--- config.mk ---
export PLATFORM = sky130hd
export DESIGN_NAME = fir_filter_five_tap
export DESIGN_NICKNAME = d
export VERILOG_FILES = /design/src/rtl/fir5_pkg.sv /design/src/rtl/fir5_regs.sv /design/src/rtl/fir5_cell.sv /design/src/rtl/fir_filter_five_tap.sv
export SDC_FILE = /design/constraint.sdc
export NUM_CORES = 2
export LEC_CHECK = 0
export BUFFER_PORTS_ARGS = -buffer_cell sky130_fd_sc_hd__buf_4
export CAP_MARGIN = 20
export CORE_MARGIN = 3
export CORE_UTILIZATION = 55
export DETAILED_ROUTE_END_ITERATION = 16
export GPL_TIMING_DRIVEN = 0
export PLACE_DENSITY = 0.67
export SETUP_SLACK_MARGIN = 0.5
export SYNTH_ARGS = -nofsm -noshare
export SYNTH_HDL_FRONTEND = slang
export SYNTH_HIERARCHICAL = 1
export SYNTH_SLANG_ARGS = --single-unit
--- constraint.sdc ---
create_clock -name clk -period 9.88 [get_ports clk]
set_input_delay 0 -clock clk [delete_from_list [all_inputs] [get_ports clk]]
set_output_delay 0 -clock clk [all_outputs]
set_load 0.01 [all_outputs]
--- src/rtl/fir5_pkg.sv ---
// shared types and constants for the five-tap fir filter
package fir5_pkg;

  localparam int COEF_WIDTH  = 16;
  localparam int COEF_FRAC   = 14;
  localparam int NUM_COEFS   = 5;
  localparam int ORDER_WIDTH = 3;
  localparam int ADDR_WIDTH  = 5;
  localparam int DATA_WIDTH  = 32;
  localparam int IDX_WIDTH   = 3;
  localparam int ROUND_BIAS  = 1 << (COEF_FRAC - 1);

  localparam logic [IDX_WIDTH-1:0] REG_ORDER = 3'd0;
  localparam logic [IDX_WIDTH-1:0] REG_COEF0 = 3'd1;
  localparam logic [IDX_WIDTH-1:0] REG_COEF1 = 3'd2;
  localparam logic [IDX_WIDTH-1:0] REG_COEF2 = 3'd3;
  localparam logic [IDX_WIDTH-1:0] REG_COEF3 = 3'd4;
  localparam logic [IDX_WIDTH-1:0] REG_COEF4 = 3'd5;

  localparam logic [ORDER_WIDTH-1:0] ORDER_RESET = 3'd4;
  localparam logic [COEF_WIDTH-1:0]  COEF0_RESET = 16'd16384;

  typedef logic [NUM_COEFS-1:0][COEF_WIDTH-1:0] coef_set_t;

  typedef struct packed {
    logic shift;
    logic load;
  } cell_ctrl_t;

endpackage

--- src/rtl/fir5_regs.sv ---
// apb configuration registers: filter order and tap coefficients
module fir5_regs (
  input  logic                             clk,
  input  logic                             rst,
  input  logic                             psel,
  input  logic                             penable,
  input  logic                             pwrite,
  input  logic [fir5_pkg::ADDR_WIDTH-1:0]  paddr,
  input  logic [fir5_pkg::DATA_WIDTH-1:0]  pwdata,
  output logic [fir5_pkg::DATA_WIDTH-1:0]  prdata,
  output logic                             pready,
  output logic [fir5_pkg::ORDER_WIDTH-1:0] order,
  output fir5_pkg::coef_set_t              coefs
);
  import fir5_pkg::*;

  logic [IDX_WIDTH-1:0] idx;
  logic                 wr;

  assign idx    = paddr[ADDR_WIDTH-1:2];
  assign wr     = psel && penable && pwrite;
  assign pready = 1'b1;

  always_ff @(posedge clk) begin
    if (rst) begin
      order <= ORDER_RESET;
      coefs <= coef_set_t'(COEF0_RESET);
    end else if (wr) begin
      unique case (idx)
        REG_ORDER: order    <= pwdata[ORDER_WIDTH-1:0];
        REG_COEF0: coefs[0] <= pwdata[COEF_WIDTH-1:0];
        REG_COEF1: coefs[1] <= pwdata[COEF_WIDTH-1:0];
        REG_COEF2: coefs[2] <= pwdata[COEF_WIDTH-1:0];
        REG_COEF3: coefs[3] <= pwdata[COEF_WIDTH-1:0];
        REG_COEF4: coefs[4] <= pwdata[COEF_WIDTH-1:0];
        default: ;
      endcase
    end
  end

  always_comb begin
    unique case (idx)
      REG_ORDER: prdata = DATA_WIDTH'(order);
      REG_COEF0: prdata = DATA_WIDTH'(coefs[0]);
      REG_COEF1: prdata = DATA_WIDTH'(coefs[1]);
      REG_COEF2: prdata = DATA_WIDTH'(coefs[2]);
      REG_COEF3: prdata = DATA_WIDTH'(coefs[3]);
      REG_COEF4: prdata = DATA_WIDTH'(coefs[4]);
      default:   prdata = '0;
    endcase
  end

endmodule

--- src/rtl/fir5_cell.sv ---
// one tap cell: delay register handed to the neighbor (none when HAS_TAP is 0) and a registered product
module fir5_cell #(
  parameter int SAMPLE_WIDTH = 16,
  parameter bit HAS_TAP      = 1'b1
) (
  input  logic                                                clk,
  input  logic                                                rst,
  input  fir5_pkg::cell_ctrl_t                                ctrl,
  input  logic signed [SAMPLE_WIDTH-1:0]                      data_in,
  input  logic signed [fir5_pkg::COEF_WIDTH-1:0]              coef,
  output logic signed [SAMPLE_WIDTH-1:0]                      tap_out,
  output logic signed [SAMPLE_WIDTH+fir5_pkg::COEF_WIDTH-1:0] prod
);
  import fir5_pkg::*;

  always_ff @(posedge clk) begin
    if (ctrl.load) begin
      prod <= data_in * coef;
    end
  end

  generate
    if (HAS_TAP) begin : g_tap
      always_ff @(posedge clk) begin
        if (rst) begin
          tap_out <= '0;
        end else if (ctrl.shift) begin
          tap_out <= data_in;
        end
      end
    end else begin : g_no_tap
      assign tap_out = '0;
    end
  endgenerate

endmodule

--- src/rtl/fir_filter_five_tap.sv ---
// five-tap direct-form fir filter, chain of tap cells with rounding and saturation
// registers on the path: the cell products, then the sum, then the output register
// throughput: one item per cycle while not stalled; products, adder, round/saturate
// reset: history and fill count clear, pipeline empties, order 4, coef_zero 1.0
// until enough samples arrive the input passes through with warming set
module fir_filter_five_tap #(
  parameter int MAX_ORDER    = 4,
  parameter int SAMPLE_WIDTH = 16
) (
  input  logic                            clk,
  input  logic                            rst,
  input  logic                            sample_valid,
  output logic                            sample_stall,
  input  logic signed [SAMPLE_WIDTH-1:0]  sample_in,
  output logic                            result_valid,
  input  logic                            result_stall,
  output logic signed [SAMPLE_WIDTH-1:0]  filtered_out,
  output logic                            warming,
  input  logic                            psel,
  input  logic                            penable,
  input  logic                            pwrite,
  input  logic [fir5_pkg::ADDR_WIDTH-1:0] paddr,
  input  logic [fir5_pkg::DATA_WIDTH-1:0] pwdata,
  output logic [fir5_pkg::DATA_WIDTH-1:0] prdata,
  output logic                            pready
);
  import fir5_pkg::*;

  localparam int PW    = SAMPLE_WIDTH + COEF_WIDTH;
  localparam int ACC_W = PW + $clog2(MAX_ORDER + 1);
  localparam int RW    = ACC_W + 1;
  localparam int QW    = RW - COEF_FRAC;
  localparam int CNT_W = $clog2(MAX_ORDER + 1);
  localparam int OW    = (CNT_W > ORDER_WIDTH) ? CNT_W : ORDER_WIDTH;

  logic [ORDER_WIDTH-1:0] order;
  coef_set_t              coefs;

  fir5_regs u_regs (
    .clk     (clk),
    .rst     (rst),
    .psel    (psel),
    .penable (penable),
    .pwrite  (pwrite),
    .paddr   (paddr),
    .pwdata  (pwdata),
    .prdata  (prdata),
    .pready  (pready),
    .order   (order),
    .coefs   (coefs)
  );

  logic adv1, adv2, adv3, accept;
  logic v1, v2;

  assign adv3         = !result_valid || !result_stall;
  assign adv2         = !v2 || adv3;
  assign adv1         = !v1 || adv2;
  assign sample_stall = !adv1;
  assign accept       = sample_valid && adv1;

  cell_ctrl_t ctrl;
  assign ctrl.shift = accept;
  assign ctrl.load  = adv1;

  logic [OW-1:0] ext_order, eff_order;
  always_comb begin
    ext_order = OW'(order);
    if (ext_order == '0) begin
      eff_order = OW'(1);
    end else if (ext_order > OW'(MAX_ORDER)) begin
      eff_order = OW'(MAX_ORDER);
    end else begin
      eff_order = ext_order;
    end
  end

  logic [CNT_W-1:0] fill_count;
  logic             warm_now;
  assign warm_now = OW'(fill_count) < eff_order;

  always_ff @(posedge clk) begin
    if (rst) begin
      fill_count <= '0;
    end else if (accept && (fill_count < CNT_W'(MAX_ORDER))) begin
      fill_count <= fill_count + CNT_W'(1);
    end
  end

  logic signed [SAMPLE_WIDTH-1:0] taps  [0:MAX_ORDER];
  logic signed [PW-1:0]           prods [0:MAX_ORDER];

  assign taps[0] = sample_in;

  genvar k;
  generate
    for (k = 0; k <= MAX_ORDER; k++) begin : g_cell
      logic signed [COEF_WIDTH-1:0] coef_k;
      if (k < NUM_COEFS) begin : g_coef
        assign coef_k = (OW'(k) <= eff_order) ? $signed(coefs[k]) : '0;
      end else begin : g_zero
        assign coef_k = '0;
      end
      if (k < MAX_ORDER) begin : g_mid
        fir5_cell #(.SAMPLE_WIDTH(SAMPLE_WIDTH), .HAS_TAP(1'b1)) u_cell (
          .clk     (clk),
          .rst     (rst),
          .ctrl    (ctrl),
          .data_in (taps[k]),
          .coef    (coef_k),
          .tap_out (taps[k+1]),
          .prod    (prods[k])
        );
      end else begin : g_last
        fir5_cell #(.SAMPLE_WIDTH(SAMPLE_WIDTH), .HAS_TAP(1'b0)) u_cell (
          .clk     (clk),
          .rst     (rst),
          .ctrl    (ctrl),
          .data_in (taps[k]),
          .coef    (coef_k),
          .tap_out (),
          .prod    (prods[k])
        );
      end
    end
  endgenerate

  // stage 1 and stage 2 side data, and the sum
  logic signed [SAMPLE_WIDTH-1:0] x1, x2;
  logic                           warm1, warm2;
  logic signed [ACC_W-1:0]        sum2, sum_next;

  always_comb begin
    sum_next = '0;
    for (int i = 0; i <= MAX_ORDER; i++) begin
      sum_next = sum_next + ACC_W'(prods[i]);
    end
  end

  always_ff @(posedge clk) begin
    if (rst) begin
      v1           <= 1'b0;
      v2           <= 1'b0;
      result_valid <= 1'b0;
    end else begin
      if (adv1) v1 <= sample_valid;
      if (adv2) v2 <= v1;
      if (adv3) result_valid <= v2;
    end
  end

  always_ff @(posedge clk) begin
    if (adv1) begin
      x1    <= sample_in;
      warm1 <= warm_now;
    end
    if (adv2) begin
      x2    <= x1;
      warm2 <= warm1;
      sum2  <= sum_next;
    end
  end

  // round half up, shift, saturate
  logic signed [RW-1:0]           rnd;
  logic signed [QW-1:0]           q;
  logic [QW-SAMPLE_WIDTH:0]       hi;
  logic signed [SAMPLE_WIDTH-1:0] sat;

  assign rnd = RW'(sum2) + RW'(ROUND_BIAS);
  assign q   = QW'(rnd >>> COEF_FRAC);
  assign hi  = q[QW-1:SAMPLE_WIDTH-1];

  always_comb begin
    if ((&hi) || !(|hi)) begin
      sat = q[SAMPLE_WIDTH-1:0];
    end else if (q[QW-1]) begin
      sat = {1'b1, {(SAMPLE_WIDTH-1){1'b0}}};
    end else begin
      sat = {1'b0, {(SAMPLE_WIDTH-1){1'b1}}};
    end
  end

  always_ff @(posedge clk) begin
    if (adv3) begin
      filtered_out <= warm2 ? x2 : sat;
      warming      <= warm2;
    end
  end

endmodule
Word level (Yosys, flattened, before mapping)
Cells that the tools add are included.

storage, ports and cells
  word-level logic and storage cells = 85
  output and inout port bits = 52
  register bits = 399

cells by class
  equal/unequal tests = 5
  mux-type cells = 11
  reductions and logical operators = 24
  add/subtract/negate cells = 6
  order comparisons = 8
  $mul = 5

operators by type and width
  cell                                                            count
  multiplier 16 x 16 -> 32 bit                                    5
  two-way mux 16 bit                                              8
  case mux 16 bit (6 select lines)                                1
  adder 35 x 15 -> 36 bit (second input constant)                 1
  adder 34 x 32 -> 35 bit                                         1
  adder 35 x 32 -> 35 bit                                         1
  adder 33 x 32 -> 34 bit                                         1
  adder 32 x 32 -> 33 bit                                         1
  AND reduction 2 bit                                             6
  AND reduction 7 bit                                             1
  OR reduction 7 bit                                              1
  == test 3 x 2 -> 1 bit (second input constant)                  2
  == test 3 bit (second input constant)                           2
  less-or-equal comparator 1 x 3 -> 1 bit (first input constant)  2
  less-or-equal comparator 2 x 3 -> 1 bit (first input constant)  2
  logical NOT 1 bit                                               6
  logical NOT 3 bit                                               2
  two-way mux 3 bit                                               2
  logical AND 1 bit                                               4
  logical OR 1 bit                                                4
  adder 3 x 1 -> 3 bit (second input constant)                    1
  == test 3 x 1 -> 1 bit (second input constant)                  1
  greater-than comparator 3 bit (second input constant)           1
  less-or-equal comparator 3 bit (first input constant)           1
  other kinds (2)                                                 2

Logic depth before layout (Yosys ltp)
  word-level depth = 6
  mapped depth = 26
  mapped depth without buffers = 22

By module
Netlist, hierarchy kept.

modules (own cells, without submodules)
  module                                   area each (um^2)  instances  sequential area each (um^2)  cells each
  fir5_cell at g_cell[2].g_mid.u_cell ...  11593.6           2          1281.2                       1190
  fir5_cell at g_cell[0].g_mid.u_cell      11421.0           1          1281.2                       1198
  fir5_cell at g_cell[1].g_mid.u_cell      11358.4           1          1281.2                       1167
  fir5_cell at g_cell[4].g_last.u_cell     11049.3           1          960.9                        1161
  fir_filter_five_tap                      8041.5            1          2312.2                       857
  fir5_regs                                4191.5            1          1661.6                       441

Least setup slack after synthesis
OpenSTA, ideal clock, no wires.

  path type = register to register
  from = register result_valid
  to = register g_cell[0].g_mid.u_cell.tap_out[10]
  data arrival time = 7880 ps
  setup slack = 1873 ps
  clock period less this slack = 8007 ps
  buffers on the path = 2
  cell stages (with the launch flop) = 8
  required time = 9752 ps
  cell sequence = dfxtp_1 nand4_1 inv_1 nor2_1 clkbuf_1 buf_1 mux2i_1 nor2_1

between the ends
  cells in the longest elaborated chain, start to end = 5

ends and longest elaborated chain
  item                    line                        text
  start, declared         fir_filter_five_tap.sv:15   output logic result_valid,
  start signal, assigned  fir_filter_five_tap.sv:148  if (adv3) result_valid <= v2;
  logical NOT 1 bit       fir_filter_five_tap.sv:56   assign adv3 = !result_valid || !result_stall;
  logical OR 1 bit        fir_filter_five_tap.sv:56
  logical OR 1 bit        fir_filter_five_tap.sv:57   assign adv2 = !v2 || adv3;
  logical OR 1 bit        fir_filter_five_tap.sv:58   assign adv1 = !v1 || adv2;
  via adv1                fir_filter_five_tap.sv:53   logic adv1, adv2, adv3, accept;
  logical AND 1 bit       fir_filter_five_tap.sv:60   assign accept = sample_valid && adv1;
  via accept              fir_filter_five_tap.sv:53
  end signal, assigned    fir5_cell.sv:28             tap_out <= data_in;
  end, declared           fir5_cell.sv:11             output logic signed [SAMPLE_WIDTH-1:0] tap_out,

The timed path passes the listed nets, and every way through them passes these cells.
A chain may end at the register's enable or synchronous reset.

Worst setup path in the final report
  from = register u_regs/order[1] (netlist name)
  to = register g_cell[3].g_mid.u_cell/prod[31] (netlist name), data pin

between the ends
  cells in the longest elaborated chain, start to end = 6
  elaborated cells on any way between the ends = 7
  classes of those cells = 1 x mul; 2 x order compare; 3 x mux; 1 x reduce/logical

ends and longest elaborated chain
  item                                       line                        text
  start, declared                            fir5_regs.sv:12             output logic [fir5_pkg::ORDER_WIDTH-1:0] order,
  start signal, assigned                     fir5_regs.sv:30             REG_ORDER: order <= pwdata[ORDER_WIDTH-1:0];
  greater-than comparator 3 bit              fir_filter_five_tap.sv:71   end else if (ext_order > OW'(MAX_ORDER)) begin
  two-way mux 3 bit                          fir_filter_five_tap.sv:71
  two-way mux 3 bit *                        fir_filter_five_tap.sv:69   if (ext_order == '0) begin
  less-or-equal comparator 2 x 3 -> 1 bit *  fir_filter_five_tap.sv:100  assign coef_k = (OW'(k) <= eff_order) ? $signed(coefs[k]) : '0;
  two-way mux 16 bit *                       fir_filter_five_tap.sv:100
  via g_cell[3].coef_k[6]                    fir_filter_five_tap.sv:98   logic signed [COEF_WIDTH-1:0] coef_k;
  multiplier 16 x 16 -> 32 bit *             fir5_cell.sv:18             prod <= data_in * coef;
  end signal, assigned                       fir5_cell.sv:18
  end, declared                              fir5_cell.sv:12             output logic signed [SAMPLE_WIDTH+fir5_pkg::COEF_WIDTH-1:0] prod

The timed path passes the listed nets; every way through them passes the cells marked *.

==> key figures <==
Status
  – Outcome: completed

Setup path
  – Crit path cell chain: a21oi_1 -> clkbuf_1 -> nor2b_1 -> clkbuf_1 -> nand2_1 -> fa_1 -> inv_1 -> fa_1 -> fa_1 -> fa_1 -> fa_1 -> fa_1 -> ha_1 -> and3_1 -> and2_1 -> nand2_1 -> a211o_1 -> a21oi_1 -> xnor2_1
  – Crit path max-delay cell type: nor2b_1
  – RR Endpoint: g_cell[3].g_mid.u_cell/prod[31]$_DFFE_PP_
  – CP arrival: ~9.4 ns
  – Worst path max stage delay: roughly 0.95 ns
  – Critical path class: flop to flop
  – Crit Reg-Reg Startpoint: u_regs/order[1]$_SDFFE_PP0P_
  – Crit-path leading delay family: adder cells
  – FF-to-FF setup slack: around 0.84 ns
  – Reg2Reg Depth: 19
  – WP buf/inv: 3
  – CP required: between 10 and 15 ns
  – Worst path most repeated cell: fa_1
  – CP endpoint kind: flop
  – Crit path max fanout: 10
  – Worst Setup Start Kind: flop

Floorplanning
  – Num rows: 129
  – Die width: between 300 and 400 um
  – DIE AREA: around 130000 um^2
  – CORE AREA: 124000 um^2
  – Die height: between 300 and 400 um
  – Initial Util: 0.556
  – IO Pins: around 110

Hold path
  – Hold path cells: 4
  – HP Class: input pin to flop
  – Hold Path End: u_regs/coefs[54]$_SDFFE_PP0P_
  – Min-delay src: pwdata[6]

Pwr
  – VDD IR-drop max: approximately 0.11 mV
  – Pwr dens: ~59 nW/um^2
  – Tot Pwr: roughly 4.4 mW
  – Leak: 38.1 nW

Synth
  – Yosys warning total: 6
  – Average size of a mapped cell: 9.62 um^2
  – Post-Synthesis Cells: 7187
  – Synth Cell Area: a little under 70000 um^2

Route
  – Initial DRC Count: roughly 3500
  – Met3 Routed Length: 19800 um
  – Detailed Routing Iterations Pass 1: 6
  – Wire per inst: 21.9 um
  – Met1 WL: 81700 um
  – # DRC: 0
  – Final wirelength: 198000 um
  – Highest routed layer: met5
  – Detail Route Antenna Nets: 0
  – DR vias: about 49000
  – Met2 wire length: 86900 um
  – Via/cell ratio: approximately 5.4

Place
  – Routability Congestion: 0.980
  – Detail Placement HPWL: 168000 um
  – Port bufs: between 70 and 80

Final layout
  – Share of layout cells above drive strength 1: 0.0443
  – Layout overhead on the synthesized area: 7.18%
  – Fill count: roughly 11000
  – Reg area: just over 10000 um^2
  – Fin nets: 9302
  – Area of the multi-input gates: a little over 50000 um^2

Timing
  – Min cycle time layout: 9.04 ns
  – Rel. slew slack: 0.208
  – Pins Over Slew Limit: 0
  – Fin. Hold Viols: 0
  – Worst Tran Pin Value: ~1.2 ns
  – Final Setup Violations: 0
  – RSZ-0062 raised after global routing: false
  – Crit share post-route: 0.915
  – Clk_skew: ~0.04 ns
  – Max Fclk: about 0.11 GHz
  – Final setup TNS: 0 ns

Clock network
  – Clk sink count: between 300 and 400
  – H-tree Lvls: 2
  – CTS tree: yes
  – Worst-path clk slew: 0.06 ns
  – Num CTS Buffers: 46
  – Maximum root-to-sink buffer count: 3
  – Clock root buffer: clkbuf_16
  – Postcts setup bufs: 0
  – Worst skew pair latency: ~0.62 ns

Global route
  – Largest net degree at the start of global routing: 37
  – Initial antenna violation count: 14
  – GRT Overall Usage: 0.312
  – Global route total overflow: 0
  – Vias in the first global route: around 52000
  – First-pass GRT wire length: 307000 um

Job
  – Max cap viols: 0
==> state kept, by name, indices dropped and copies added (netlist names), 3 cells and up <==
signal,flops
filtered_out,16
x1,16
g_cell.g_last.u_cell/prod,32
g_cell.g_mid.u_cell/prod,128
sum2,22
u_regs/coefs,80
x2,16
fill_count,3
g_cell.g_mid.u_cell/tap_out,64
u_regs/order,3
==> worst reg2reg max path: cells and delay by family, from the launching register on <==
kind                     cells  cell delay, ns
AND/OR/NAND/NOR              5            2.02
XOR/XNOR                     1            0.36
flip-flops                   1            0.63
buffers and inverters        3            0.93
adder cells (fa/ha/maj)      7            3.87
AO/OA/AOI/OAI                3            0.98
==> report_power, final <==
group | switching [mW] | internal [mW] | leakage (nW)
clock | 0.737 | 1.01 | 0.760
combinational | 0.465 | 0.285 | 33.4
sequential | 0.105 | 1.80 | 3.94
==> repair_timing <==
item	4_1_cts	5_1_grt
hold buffers	47	0
endpoints found under the hold margin	127	0
gates resized for setup	0	0
==> cell type report <==
| cell class | instances | share of cell area |
|---|---|---|
| antenna | 3 | 0.000101 |
| buffer | 294 | 0.0181 |
| clock buffer | 59 | 0.0174 |
| clock inverter | 25 | 0.00355 |
| inverter | 1779 | 0.0901 |
| multi-input combinational | 4743 | 0.690 |
| sequential | 386 | 0.136 |
| tap | 1637 | 0.0276 |
| timing repair buffer | 138 | 0.0174 |
==> how the worst max path moves through the flow <==
stage | cells after the start | endpoint | startpoint
floorplan | 7 | g_cell[0].g_mid.u_cell/tap_out[10]$_SDFFE_PP0P_ | result_valid$_SDFFE_PP0P_
global placement | 7 | g_cell[2].g_mid.u_cell/tap_out[4]$_SDFFE_PP0P_ | v2$_SDFFE_PP0P_
detailed placement | 19 | g_cell[3].g_mid.u_cell/prod[31]$_DFFE_PP_ | u_regs/order[1]$_SDFFE_PP0P_
CTS | 19 | g_cell[3].g_mid.u_cell/prod[31]$_DFFE_PP_ | u_regs/order[1]$_SDFFE_PP0P_
global route | 19 | g_cell[3].g_mid.u_cell/prod[31]$_DFFE_PP_ | u_regs/order[1]$_SDFFE_PP0P_
finish | 19 | g_cell[3].g_mid.u_cell/prod[31]$_DFFE_PP_ | u_regs/order[1]$_SDFFE_PP0P_
==> routing by layer <==
metal | up-vias | GRT usage
met5 | - | 0
met4 | 2 | 0.130
met3 | 354 | 0.0837
met2 | 1876 | 0.477
met1 | 25000 | 0.424
li1 | 22000 | -
==> per-stage QoR <==
stage          hold WS, ns  std cells  utilization  worst slack [ns]  area [um^2]
3_5_place_dp         0.272       8928        0.580              1.09        72000
4_1_cts              0.211       9059        0.596              1.10        74100
6_report             0.244       9064        0.596             0.836        74100
5_1_grt              0.244       9061        0.596             0.545        74100
2_1_floorplan       0.0691       7202            -              1.87        69200
3_3_place_gp         0.253       8914        0.578             -3.49        71800
==> placed cells by master, fill, tap and decap left out, types with 18 or more instances in the layout <==
| cell type | count |
|---|---|
| clkbuf_1 | 227 |
| and2_1 | 645 |
| o21bai_1 | 18 |
| inv_1 | 1779 |
| o21ai_0 | 81 |
| fa_1 | 1407 |
| a21oi_1 | 174 |
| and3_1 | 24 |
| edfxtp_1 | 233 |
| nand3_1 | 69 |
| nand2b_1 | 91 |
| xnor2_1 | 158 |
| nor3_1 | 24 |
| a211oi_1 | 20 |
| dlygate4sd3_1 | 47 |
| o21a_1 | 31 |
| a21o_1 | 59 |
| a31oi_1 | 19 |
| o21ai_1 | 41 |
| dfxtp_1 | 153 |
| clkbuf_16 | 48 |
| buf_2 | 23 |
| buf_4 | 101 |
| ha_1 | 447 |
| nand2_1 | 679 |
| mux2i_1 | 145 |
| nor2_1 | 236 |
| xor2_1 | 49 |
| nor2b_1 | 51 |
Power figures use the tool's default switching activity.
